**src/hw/rtl/tstg_pkg.sv**
```systemverilog
package tstg_pkg;

    localparam int FREQ_W  = 13;
    localparam int TF_W    = 16;
    localparam int DIV_W   = 8;
    localparam int BAR_W   = 8;
    localparam int HP_W    = 19;
    localparam int TOT_W   = 22;
    localparam int GAP_W   = 9;
    localparam int LVL_W   = 7;
    localparam int BASE_W  = 8;
    localparam int LEN_W   = 8;
    localparam int REST_W  = 16;
    localparam int PROD_W  = 24;
    localparam int DVD_W   = 24;
    localparam int DVS_W   = 16;
    localparam int CFG_IW  = 1;
    localparam int CFG_DW  = 8;

    localparam logic [TOT_W-1:0]  TOT_MAX        = {TOT_W{1'b1}};
    localparam int                HALF_SCALE     = 500000;
    localparam int                TRANSPOSE_STEP = 200;
    localparam int                BAR_STEP       = 625;
    localparam int                CYC_SCALE      = 100;
    localparam int                GAP_NUM        = 13;
    localparam int                GAP_DEN        = 10;
    localparam logic [BASE_W-1:0] BASE_RESET     = 8'd110;

    // Rounded-up reciprocals for the divisions by 10 and by 100. Both are exact
    // over the dividend ranges that the note engine can produce.
    localparam int GAP_RECIP   = 52429;
    localparam int GAP_SHIFT   = 19;
    localparam int GAP_PROD_W  = 28;
    localparam int TOT_RECIP   = 21474837;
    localparam int TOT_SHIFT   = 31;
    localparam int TOT_RECIP_W = 25;

    typedef enum logic {
        OP_TICK  = 1'b0,
        OP_START = 1'b1
    } t_opcode;

    typedef enum logic [CFG_IW-1:0] {
        CFG_TRANSPOSE = 1'b0,
        CFG_BASE      = 1'b1
    } t_cfg_idx;

    // One queued command as classified by the front end.
    typedef struct packed {
        logic              is_start;
        logic [TF_W-1:0]   freq;
        logic [DIV_W-1:0]  divisor;
        logic [BAR_W-1:0]  bar;
    } t_cmd;

endpackage

```
**src/hw/rtl/tstg_div.sv**
```systemverilog
module tstg_div
    import tstg_pkg::*;
(
    input  logic             i_clk,
    input  logic             i_rst_n,
    input  logic             i_start,
    input  logic [DVD_W-1:0] i_dividend,
    input  logic [DVS_W-1:0] i_divisor,
    output logic             o_done,
    output logic [DVD_W-1:0] o_quotient
);

    localparam int CNT_W = $clog2(DVD_W);

    logic             r_busy;
    logic             r_done;
    logic [CNT_W-1:0] r_cnt;
    logic [DVS_W-1:0] r_rem;
    logic [DVD_W-1:0] r_quo;
    logic [DVS_W-1:0] r_dsr;

    logic [DVS_W:0]   trial;
    logic [DVS_W:0]   diff;
    logic             ge;

    // Restoring division, one quotient bit per cycle.
    assign trial = {r_rem, r_quo[DVD_W-1]};
    assign ge    = (trial >= {1'b0, r_dsr});
    assign diff  = trial - {1'b0, r_dsr};

    always_ff @(posedge i_clk) begin
        if (!i_rst_n) begin
            r_busy <= 1'b0;
            r_done <= 1'b0;
            r_cnt  <= '0;
        end else begin
            r_done <= 1'b0;
            if (i_start) begin
                r_busy <= 1'b1;
                r_cnt  <= '0;
            end else if (r_busy) begin
                r_cnt <= r_cnt + 1'b1;
                if (r_cnt == CNT_W'(DVD_W - 1)) begin
                    r_busy <= 1'b0;
                    r_done <= 1'b1;
                end
            end
        end
    end

    always_ff @(posedge i_clk) begin
        if (i_start) begin
            r_rem <= '0;
            r_quo <= i_dividend;
            r_dsr <= i_divisor;
        end else if (r_busy) begin
            r_rem <= ge ? diff[DVS_W-1:0] : trial[DVS_W-1:0];
            r_quo <= {r_quo[DVD_W-2:0], ge};
        end
    end

    assign o_done     = r_done;
    assign o_quotient = r_quo;

    a_done_pulse: assert property (@(posedge i_clk) disable iff (!i_rst_n)
        r_done |=> !r_done)
        else $error("divider done lasted more than one cycle");

    a_no_restart: assert property (@(posedge i_clk) disable iff (!i_rst_n)
        i_start |-> !r_busy)
        else $error("divider restarted while a division was running");

endmodule

```
**src/hw/rtl/tstg_front.sv**
```systemverilog
module tstg_front
    import tstg_pkg::*;
(
    input  logic              i_clk,
    input  logic              i_rst_n,
    input  logic [LVL_W-1:0]  i_level,
    input  logic              i_in_valid,
    output logic              o_in_stall,
    input  logic              i_opcode,
    input  logic [FREQ_W-1:0] i_note_frequency,
    input  logic [DIV_W-1:0]  i_note_divisor,
    output t_cmd              o_head,
    output logic              o_head_valid,
    input  logic              i_pop
);

    localparam int QDEPTH = 2;
    localparam int QIDX_W = $clog2(QDEPTH);
    localparam int QCNT_W = $clog2(QDEPTH + 1);

    function automatic logic [BAR_W-1:0] bar_of(input logic [TF_W-1:0] f);
        logic [2:0] step;
        step = '0;
        for (int k = 1; k < BAR_W; k++) begin
            if (f >= TF_W'(k * BAR_STEP)) begin
                step = 3'(k);
            end
        end
        return BAR_W'(1) << step;
    endfunction

    t_cmd              r_q [QDEPTH];
    logic [QIDX_W-1:0] r_wr;
    logic [QIDX_W-1:0] r_rd;
    logic [QCNT_W-1:0] r_count;

    logic              push;
    logic [TF_W-1:0]   tfreq;
    t_cmd              cmd;

    assign o_in_stall = (r_count == QCNT_W'(QDEPTH));
    assign push       = i_in_valid && !o_in_stall;

    assign tfreq = TF_W'(i_note_frequency)
                 + TF_W'(i_level) * TF_W'(TRANSPOSE_STEP);

    always_comb begin
        cmd.is_start = (i_opcode == OP_START);
        cmd.freq     = tfreq;
        cmd.divisor  = i_note_divisor;
        cmd.bar      = bar_of(tfreq);
    end

    always_ff @(posedge i_clk) begin
        if (!i_rst_n) begin
            r_wr    <= '0;
            r_rd    <= '0;
            r_count <= '0;
        end else begin
            if (push) begin
                r_wr <= r_wr + 1'b1;
            end
            if (i_pop) begin
                r_rd <= r_rd + 1'b1;
            end
            r_count <= r_count + QCNT_W'(push) - QCNT_W'(i_pop);
        end
    end

    always_ff @(posedge i_clk) begin
        if (push) begin
            r_q[r_wr] <= cmd;
        end
    end

    assign o_head       = r_q[r_rd];
    assign o_head_valid = (r_count != '0);

    a_count_bound: assert property (@(posedge i_clk) disable iff (!i_rst_n)
        r_count <= QCNT_W'(QDEPTH))
        else $error("command queue overflowed");

endmodule

```
**src/hw/rtl/tstg_back.sv**
```systemverilog
module tstg_back
    import tstg_pkg::*;
#(
    parameter int REST_TICKS_PER_UNIT = 10000
) (
    input  logic              i_clk,
    input  logic              i_rst_n,
    input  logic [BASE_W-1:0] i_base,
    input  t_cmd              i_head,
    input  logic              i_head_valid,
    output logic              o_pop,
    output logic              o_out_valid,
    input  logic              i_out_stall,
    output logic              o_pin_level,
    output logic [BAR_W-1:0]  o_level_bar,
    output logic [HP_W-1:0]   o_half_period,
    output logic [TOT_W-1:0]  o_cycle_total,
    output logic              o_note_done,
    output logic              o_busy_res
);

    localparam logic [REST_W-1:0] REST_K = REST_W'(REST_TICKS_PER_UNIT);
    localparam int TOT_PROD_W = PROD_W + TOT_RECIP_W;

    typedef enum logic [1:0] {
        PH_IDLE,
        PH_TONE,
        PH_REST,
        PH_GAP
    } t_phase;

    typedef enum logic [2:0] {
        SQ_IDLE,
        SQ_LEN,
        SQ_GAP,
        SQ_REST,
        SQ_MUL,
        SQ_HP,
        SQ_TOT,
        SQ_APPLY
    } t_seq;

    function automatic logic [TOT_W-1:0] sat_total(input logic [PROD_W-1:0] x);
        if (x > PROD_W'(TOT_MAX)) begin
            return TOT_MAX;
        end
        return x[TOT_W-1:0];
    endfunction

    // Sequencer and note state.
    t_seq              r_seq,        n_seq;
    t_phase            r_phase,      n_phase;
    logic              r_pin,        n_pin;
    logic [HP_W-1:0]   r_hp,         n_hp;
    logic [HP_W-1:0]   r_hc,         n_hc;
    logic [TOT_W-1:0]  r_cycles,     n_cycles;
    logic [GAP_W-1:0]  r_gap,        n_gap;
    logic              r_div_pend,   n_div_pend;

    // Operands and results of a start in progress.
    logic [TF_W-1:0]   r_f,          n_f;
    logic [DIV_W-1:0]  r_divisor,    n_divisor;
    logic [BAR_W-1:0]  r_bar,        n_bar;
    logic [LEN_W-1:0]  r_len,        n_len;
    logic [GAP_W-1:0]  r_calc_gap,   n_calc_gap;
    logic [HP_W-1:0]   r_calc_hp,    n_calc_hp;
    logic [TOT_W-1:0]  r_calc_total, n_calc_total;
    logic [PROD_W-1:0] r_prod,       n_prod;

    // Output register.
    logic              r_o_valid,    n_o_valid;
    logic              r_o_pin,      n_o_pin;
    logic [BAR_W-1:0]  r_o_bar,      n_o_bar;
    logic [HP_W-1:0]   r_o_hp,       n_o_hp;
    logic [TOT_W-1:0]  r_o_total,    n_o_total;
    logic              r_o_done,     n_o_done;
    logic              r_o_busy,     n_o_busy;

    logic              out_free;
    logic              done;
    logic              div_start;
    logic              div_done;
    logic [DVD_W-1:0]  div_dividend;
    logic [DVS_W-1:0]  div_divisor;
    logic [DVD_W-1:0]  div_quotient;
    logic [HP_W-1:0]   hc_inc;
    logic [TOT_W-1:0]  cyc_dec;
    logic [GAP_W-1:0]  gap_dec;
    logic [PROD_W-1:0] rest_prod;
    logic [GAP_PROD_W-1:0] gap_prod;
    logic [TOT_PROD_W-1:0] tot_prod;

    tstg_div u_div (
        .i_clk      (i_clk),
        .i_rst_n    (i_rst_n),
        .i_start    (div_start),
        .i_dividend (div_dividend),
        .i_divisor  (div_divisor),
        .o_done     (div_done),
        .o_quotient (div_quotient)
    );

    assign out_free  = !r_o_valid || !i_out_stall;
    assign hc_inc    = r_hc + 1'b1;
    assign cyc_dec   = r_cycles - 1'b1;
    assign gap_dec   = r_gap - 1'b1;
    assign rest_prod = PROD_W'(r_len) * PROD_W'(REST_K);

    // length * 13 / 10 and product / 100 as multiplications by reciprocals.
    assign gap_prod  = GAP_PROD_W'(r_len) * GAP_PROD_W'(GAP_NUM * GAP_RECIP);
    assign tot_prod  = TOT_PROD_W'(r_prod) * TOT_PROD_W'(TOT_RECIP);

    always_comb begin
        case (r_seq)
            SQ_LEN: begin
                div_dividend = DVD_W'(i_base);
                div_divisor  = DVS_W'(r_divisor);
            end
            default: begin
                div_dividend = DVD_W'(HALF_SCALE);
                div_divisor  = r_f;
            end
        endcase
    end

    always_comb begin
        n_seq        = r_seq;
        n_phase      = r_phase;
        n_pin        = r_pin;
        n_hp         = r_hp;
        n_hc         = r_hc;
        n_cycles     = r_cycles;
        n_gap        = r_gap;
        n_div_pend   = r_div_pend;
        n_f          = r_f;
        n_divisor    = r_divisor;
        n_bar        = r_bar;
        n_len        = r_len;
        n_calc_gap   = r_calc_gap;
        n_calc_hp    = r_calc_hp;
        n_calc_total = r_calc_total;
        n_prod       = r_prod;
        n_o_valid    = r_o_valid && i_out_stall;
        n_o_pin      = r_o_pin;
        n_o_bar      = r_o_bar;
        n_o_hp       = r_o_hp;
        n_o_total    = r_o_total;
        n_o_done     = r_o_done;
        n_o_busy     = r_o_busy;
        o_pop        = 1'b0;
        div_start    = 1'b0;
        done         = 1'b0;

        case (r_seq)
            SQ_IDLE: begin
                if (i_head_valid && i_head.is_start) begin
                    o_pop     = 1'b1;
                    n_f       = i_head.freq;
                    n_divisor = i_head.divisor;
                    n_bar     = i_head.bar;
                    if (i_head.divisor == '0) begin
                        n_len = '0;
                        n_seq = SQ_GAP;
                    end else begin
                        n_seq = SQ_LEN;
                    end
                end else if (i_head_valid && out_free) begin
                    o_pop = 1'b1;
                    case (r_phase)
                        PH_TONE: begin
                            if (hc_inc >= r_hp) begin
                                n_hc = '0;
                                if (r_pin) begin
                                    n_pin = 1'b0;
                                end else begin
                                    n_cycles = cyc_dec;
                                    if (cyc_dec == '0) begin
                                        n_pin = 1'b0;
                                        if (r_gap != '0) begin
                                            n_phase = PH_GAP;
                                        end else begin
                                            n_phase = PH_IDLE;
                                            done    = 1'b1;
                                        end
                                    end else begin
                                        n_pin = 1'b1;
                                    end
                                end
                            end else begin
                                n_hc = hc_inc;
                            end
                        end
                        PH_REST: begin
                            n_cycles = cyc_dec;
                            if (cyc_dec == '0) begin
                                n_pin = 1'b0;
                                if (r_gap != '0) begin
                                    n_phase = PH_GAP;
                                end else begin
                                    n_phase = PH_IDLE;
                                    done    = 1'b1;
                                end
                            end
                        end
                        PH_GAP: begin
                            n_gap = gap_dec;
                            if (gap_dec == '0) begin
                                n_phase = PH_IDLE;
                                done    = 1'b1;
                            end
                        end
                        default: begin
                        end
                    endcase
                    n_o_valid = 1'b1;
                    n_o_pin   = n_pin;
                    n_o_bar   = '0;
                    n_o_hp    = '0;
                    n_o_total = '0;
                    n_o_done  = done;
                    n_o_busy  = (n_phase != PH_IDLE);
                end
            end
            SQ_LEN: begin
                div_start  = !r_div_pend;
                n_div_pend = 1'b1;
                if (div_done) begin
                    n_div_pend = 1'b0;
                    n_len      = div_quotient[LEN_W-1:0];
                    n_seq      = SQ_GAP;
                end
            end
            SQ_GAP: begin
                n_calc_gap = gap_prod[GAP_SHIFT +: GAP_W];
                n_seq      = (r_f == '0) ? SQ_REST : SQ_MUL;
            end
            SQ_REST: begin
                n_calc_hp    = '0;
                n_calc_total = sat_total(rest_prod);
                n_seq        = SQ_APPLY;
            end
            SQ_MUL: begin
                n_prod = PROD_W'(r_f) * PROD_W'(r_len);
                n_seq  = SQ_HP;
            end
            SQ_HP: begin
                div_start  = !r_div_pend;
                n_div_pend = 1'b1;
                if (div_done) begin
                    n_div_pend = 1'b0;
                    n_calc_hp  = div_quotient[HP_W-1:0];
                    n_seq      = SQ_TOT;
                end
            end
            SQ_TOT: begin
                // The quotient stays far below the 22-bit saturation point.
                n_calc_total = TOT_W'(tot_prod[TOT_PROD_W-1:TOT_SHIFT]);
                n_seq        = SQ_APPLY;
            end
            SQ_APPLY: begin
                if (out_free) begin
                    n_gap    = r_calc_gap;
                    n_hc     = '0;
                    n_hp     = r_calc_hp;
                    n_cycles = r_calc_total;
                    n_pin    = 1'b0;
                    if (r_calc_total != '0) begin
                        n_phase = (r_f != '0) ? PH_TONE : PH_REST;
                        n_pin   = (r_f != '0);
                    end else if (r_calc_gap != '0) begin
                        n_phase = PH_GAP;
                    end else begin
                        n_phase = PH_IDLE;
                        done    = 1'b1;
                    end
                    n_o_valid = 1'b1;
                    n_o_pin   = n_pin;
                    n_o_bar   = r_bar;
                    n_o_hp    = r_calc_hp;
                    n_o_total = r_calc_total;
                    n_o_done  = done;
                    n_o_busy  = (n_phase != PH_IDLE);
                    n_seq     = SQ_IDLE;
                end
            end
            default: begin
                n_seq = SQ_IDLE;
            end
        endcase
    end

    always_ff @(posedge i_clk) begin
        if (!i_rst_n) begin
            r_seq      <= SQ_IDLE;
            r_phase    <= PH_IDLE;
            r_pin      <= 1'b0;
            r_hp       <= '0;
            r_hc       <= '0;
            r_cycles   <= '0;
            r_gap      <= '0;
            r_div_pend <= 1'b0;
            r_o_valid  <= 1'b0;
        end else begin
            r_seq      <= n_seq;
            r_phase    <= n_phase;
            r_pin      <= n_pin;
            r_hp       <= n_hp;
            r_hc       <= n_hc;
            r_cycles   <= n_cycles;
            r_gap      <= n_gap;
            r_div_pend <= n_div_pend;
            r_o_valid  <= n_o_valid;
        end
        r_f          <= n_f;
        r_divisor    <= n_divisor;
        r_bar        <= n_bar;
        r_len        <= n_len;
        r_calc_gap   <= n_calc_gap;
        r_calc_hp    <= n_calc_hp;
        r_calc_total <= n_calc_total;
        r_prod       <= n_prod;
        r_o_pin      <= n_o_pin;
        r_o_bar      <= n_o_bar;
        r_o_hp       <= n_o_hp;
        r_o_total    <= n_o_total;
        r_o_done     <= n_o_done;
        r_o_busy     <= n_o_busy;
    end

    assign o_out_valid   = r_o_valid;
    assign o_pin_level   = r_o_pin;
    assign o_level_bar   = r_o_bar;
    assign o_half_period = r_o_hp;
    assign o_cycle_total = r_o_total;
    assign o_note_done   = r_o_done;
    assign o_busy_res    = r_o_busy;

    a_pin_only_in_tone: assert property (@(posedge i_clk) disable iff (!i_rst_n)
        (r_phase != PH_TONE) |-> !r_pin)
        else $error("pin high outside a tone");

    a_gap_nonzero: assert property (@(posedge i_clk) disable iff (!i_rst_n)
        (r_phase == PH_GAP) |-> (r_gap != '0))
        else $error("gap phase with an empty gap count");

    a_done_not_busy: assert property (@(posedge i_clk) disable iff (!i_rst_n)
        (r_o_valid && r_o_done) |-> !r_o_busy)
        else $error("note reported done while still busy");

endmodule

```
**src/hw/rtl/transposed_square_tone_generator_top.sv**
```systemverilog
// Square-wave tone generator with pitch transpose. Each input transfer is either a one
// microsecond tick or a note start, and each one yields exactly one result transfer in
// order. A two-entry command queue sits in front of the note engine, so input keeps
// flowing while a result waits to be taken. A tick is handled straight from the idle
// state, so ticks sustain one transfer per cycle while the output is not stalled. A note
// start occupies the engine for up to two divisions by a note-dependent value (base by
// tempo divisor, skipped when that divisor is zero; 500000 by frequency, skipped for a
// rest), done one quotient bit per cycle by a single shared 24-bit restoring divider,
// while the scalings by 13/10 and 1/100 are reciprocal multiplications. A result waits
// until the result register is free, and ticks queued behind a start wait for it. A
// transpose write applies to commands queued after it, a base write to later divisions.
module transposed_square_tone_generator_top
    import tstg_pkg::*;
#(
    parameter int REST_TICKS_PER_UNIT = 10000
) (
    input  logic              i_clk,
    input  logic              i_rst_n,
    input  logic              i_cfg_we,
    input  logic [CFG_IW-1:0] i_cfg_index,
    input  logic [CFG_DW-1:0] i_cfg_wdata,
    input  logic              i_in_valid,
    output logic              o_in_stall,
    input  logic              i_opcode,
    input  logic [FREQ_W-1:0] i_note_frequency,
    input  logic [DIV_W-1:0]  i_note_divisor,
    output logic              o_out_valid,
    input  logic              i_out_stall,
    output logic              o_pin_level,
    output logic [BAR_W-1:0]  o_level_bar,
    output logic [HP_W-1:0]   o_half_period,
    output logic [TOT_W-1:0]  o_cycle_total,
    output logic              o_note_done,
    output logic              o_busy_res
);

    logic [LVL_W-1:0]  r_level;
    logic [BASE_W-1:0] r_base;
    t_cmd              head;
    logic              head_valid;
    logic              pop;

    always_ff @(posedge i_clk) begin
        if (!i_rst_n) begin
            r_level <= '0;
            r_base  <= BASE_RESET;
        end else if (i_cfg_we) begin
            case (i_cfg_index)
                CFG_TRANSPOSE: r_level <= i_cfg_wdata[LVL_W-1:0];
                CFG_BASE:      r_base  <= i_cfg_wdata[BASE_W-1:0];
                default: begin
                end
            endcase
        end
    end

    tstg_front u_front (
        .i_clk            (i_clk),
        .i_rst_n          (i_rst_n),
        .i_level          (r_level),
        .i_in_valid       (i_in_valid),
        .o_in_stall       (o_in_stall),
        .i_opcode         (i_opcode),
        .i_note_frequency (i_note_frequency),
        .i_note_divisor   (i_note_divisor),
        .o_head           (head),
        .o_head_valid     (head_valid),
        .i_pop            (pop)
    );

    tstg_back #(
        .REST_TICKS_PER_UNIT (REST_TICKS_PER_UNIT)
    ) u_back (
        .i_clk         (i_clk),
        .i_rst_n       (i_rst_n),
        .i_base        (r_base),
        .i_head        (head),
        .i_head_valid  (head_valid),
        .o_pop         (pop),
        .o_out_valid   (o_out_valid),
        .i_out_stall   (i_out_stall),
        .o_pin_level   (o_pin_level),
        .o_level_bar   (o_level_bar),
        .o_half_period (o_half_period),
        .o_cycle_total (o_cycle_total),
        .o_note_done   (o_note_done),
        .o_busy_res    (o_busy_res)
    );

endmodule
```
**config.mk**
```make
export PLATFORM = sky130hd
export DESIGN_NAME = transposed_square_tone_generator_top
export DESIGN_NICKNAME = d
export VERILOG_FILES = /design/src/hw/rtl/tstg_pkg.sv /design/src/hw/rtl/tstg_div.sv /design/src/hw/rtl/tstg_front.sv /design/src/hw/rtl/tstg_back.sv /design/src/hw/rtl/transposed_square_tone_generator_top.sv
export SDC_FILE = /design/constraint.sdc
export NUM_CORES = 2
export LEC_CHECK = 0
export ABC_AREA = 1
export BUFFER_PORTS_ARGS = -buffer_cell sky130_fd_sc_hd__clkbuf_2
export CAP_MARGIN = 10
export CORE_AREA = 2 2 451 274
export CTS_BUF_LIST = sky130_fd_sc_hd__clkbuf_8
export DETAILED_ROUTE_END_ITERATION = 10
export DIE_AREA = 0 0 453 276
export PLACE_DENSITY = 0.55
export SYNTH_ARGS = -nofsm -noshare
export SYNTH_HDL_FRONTEND = slang
export SYNTH_SLANG_ARGS = --single-unit
```
**constraint.sdc**
```tcl
create_clock -name i_clk -period 18.3 [get_ports i_clk]
set_input_delay 3.66 -clock i_clk [delete_from_list [all_inputs] [get_ports i_clk]]
set_output_delay 3.66 -clock i_clk [all_outputs]
set_load 0.02 [all_outputs]
```
==> results.md <==
* Number of CTS-inserted buffers at 59
* Placer congestion estimate at 0.9637
* Routed WL at 94020 um
* Register area share after synthesis at 29.37%
* Yosys reg bits at 392
* Chip height at 276 um
* Final hold violation count at 0
* CP startpoint kind: flop
* CTS Hold Buffers Added at 0
* Peak Freq at 149.4 MHz
* Reg2reg end: u_back.r_calc_total[12]
* Clk buf depth at 3
* Synth Net Count at slightly below 5000
* Ys async rst share at 0%
* Post-CTS sizing at 0
* Fraction of layout cells with a size suffix above 1 at 6.512%
* Yosys Warn Count at 0
* CTS H-tree depth at 2
* Final Max Tran Viols at 0
* Tcrit/Tclk final at 36.58%
* Final Skew at slightly below 0.04 ns
* Unrepaired setup endpoints after global routing: false
* Post-route core utilization at 32.72%
* Crit Path Class: reg2reg
* Max_cap viols at 0
* Netlist Area Pre-Place at about 36000 um^2
* WL per Instance at ~16 um
* First-pass GRT wire length at 147500 um
* Outcome: complete, no violations
* Post-synth EDFFs at 272
* CP Data Arrival Time at roughly 7.1 ns
* Post-Synthesis Cells at 4088
* Port buffer count at 89
* Vias post-DR at approximately 27000
* Hold path depth at 1
* CP Max Fanout at 9
* Final min period at 6.694 ns
* Top layer in use: met5
* Number of global-route vias before repair at ~26000
* Layout area overhead at 9.811%
* CTS tree: yes
* Cells on worst reg2reg path at 22
* Worst hold path type: reg2reg
* # clock sinks at 392
* Detail Placement HPWL at slightly below 80000 um
* Cell variety after synth at slightly above 60
* Crit Reg-Reg Startpoint: u_back.r_prod[4]
* DR WL met2 at 33460 um
* Worst Hold Endpoint: u_front.r_rd
* Fillers at 12622
* HP Start: u_front.r_rd
* Vias per Instance at 4.554
* Largest net degree at the start of global routing at 59
* Reg2Reg Setup Slack at 11.61 ns
* Clk_lat worst skew at approximately 0.71 ns
* Worst path required time at about 19 ns
* Mean Syn Cell Area at approximately 8.8 um^2
* Worst Setup End Kind: flop
* GRT Total Usage at 14.94%
* Starting density of the core at 29.80%
* Floorplan row count at 99
* Total core area at 120800 um^2
* Met3 wire len at 8203 um
* Ys flop type: edfxtp_1
* Detailed Route Iter0 Violations at 1930
* CTS clk-pin slew, worst paths at 0.07 ns
* Slew HR at 28.46%
* Final #Nets at about 5000
* GRT overflow at 0
* Post-CTS setup buffers at 0
* IO Pins at 90
* Final ANT Viol Nets at 0
* Met1 Routed Length at 51420 um
* DRC at 0
* Clock root buffer master: clkbuf_8
* Initial antenna violation count at 5
* Slew @ Worst Pin at 1.071 ns
* Finish-stage setup viols at 0
* Setup tns final at 0 ns
* TritonRoute pass-1 iters at 5
* Die width at 453 um
* Die area at 125000 um^2
## logic make-up (layout without fill, tap and decap cells)
group / Yosys count / in the layout / share of synthesized area (%)
buffers and inverters: 1032 / 1167 / 10.86
flip-flops: 392 / 392 / 29.37
adder cells (fa/ha/maj): 804 / 804 / 34.77
AO/OA/AOI/OAI: 539 / 539 / 8.559
XOR/XNOR: 90 / 90 / 2.211
other: 0 / 2 / 0
AND/OR/NAND/NOR: 1231 / 1231 / 14.23
## Yosys cell counts, drive strengths merged (13+ instances only)
cell	instances	area, um^2
a21o	16	120.1
a21oi	244	1296
a31oi	21	131.4
buf	15	81.33
clkbuf	69	260.2
dfxtp	120	2402
edfxtp	272	8168
fa	327	6546
ha	477	5968
inv	943	3547
nand2	729	2776
nand3	95	490.5
nand4	35	219.0
nor2	291	1141
nor3	33	176.4
nor4	20	125.1
o211ai	13	97.59
o21ai	179	907.1
or2	14	87.58
xnor2	29	254.0
xor2	61	541.8
## how the worst max path moves through the flow
stage,from,end,slack [ns],depth (start not counted)
after floorplan,u_back.r_prod[22],u_back.r_calc_total[12],12.18,23
after global placement,u_back.r_prod[13],u_back.r_calc_total[12],11.64,24
after detailed placement,u_back.r_prod[13],u_back.r_calc_total[12],11.62,24
after CTS,u_back.r_prod[13],u_back.r_calc_total[12],11.61,24
after global routing,u_back.r_prod[7],u_back.r_calc_total[16],11.16,25
final,u_back.r_prod[4],u_back.r_calc_total[12],11.61,22
## through the flow
stage / cell area [um^2] / setup slack (ns) / instances / hold slack (ns)
floorplan: 35990 / 12.18 / 4088 / 0.4258
global placement: 38290 / 11.64 / 5728 / 0.4374
finish: 39520 / 11.61 / 5841 / 0.4637
detailed placement: 38290 / 11.62 / 5728 / 0.4439
global route: 39520 / 11.16 / 5841 / 0.4654
CTS: 39510 / 11.61 / 5838 / 0.4628
## critical path, stage by stage (launching register included)
cell,delay [ns]
edfxtp_1,0.65
fa_1,0.58
fa_1,0.58
inv_1,0.07
fa_1,0.46
fa_1,0.48
fa_1,0.49
inv_1,0.06
fa_1,0.53
inv_1,0.06
fa_1,0.53
inv_1,0.04
ha_1,0.33
a21oi_1,0.26
o21ai_0,0.16
a21oi_1,0.21
nand2_1,0.08
nand2_1,0.06
nand3_1,0.18
a21o_1,0.22
or2_2,0.26
nand3_1,0.06
o21ai_0,0.08
## routing by layer
| layer | global-route usage, % | vias to the layer above |
|---|---|---|
| met5 | 0.8003 | - |
| met4 | 1.675 | 8 |
| met3 | 4.718 | 67 |
| met2 | 18.19 | 696 |
| met1 | 24.94 | 12679 |
| li1 | - | 13151 |
## state kept, by name, indices dropped and copies added (netlist names), 22 cells and up, named ones only
register	count
u_back.r_cycles	22
u_back.r_calc_total	22
u_front.r_q	66
u_back.o_cycle_total	22
u_back.u_div.o_quotient	24
u_back.r_prod	24
## final cells by class
type                    count  area, um^2  area share, %
diodes                      2       5.005        0.01266
clock inverters            44       316.6         0.8010
well taps                1616        2022          5.116
multi-input cells        2664       21540          54.50
inverters                 948        3567          9.026
flip-flops and latches    392       10570          26.75
clock buffers              66       908.4          2.298
repair buffers            109       593.1          1.501
## layout by cell type (no fill, tap or decap), types with 14 or more instances in the layout
cell type,Yosys,final
inv_1,928,946
nand2_1,713,713
ha_1,477,477
fa_1,327,327
nor2_1,281,276
edfxtp_1,272,272
a21oi_1,230,230
o21ai_0,176,175
dfxtp_1,120,120
nand3_1,92,92
clkbuf_2,1,90
clkbuf_8,0,66
xor2_1,60,60
nand4_1,35,35
nor3_1,32,32
xnor2_1,29,29
a31oi_1,21,21
nor4_1,20,20
buf_4,1,19
nand2_2,16,16
a21o_1,16,16
or2_2,14,14
Power is left out: the tool's default activity adds up to more than one toggle a clock period on the data nets, which glitch-free logic cannot reach.
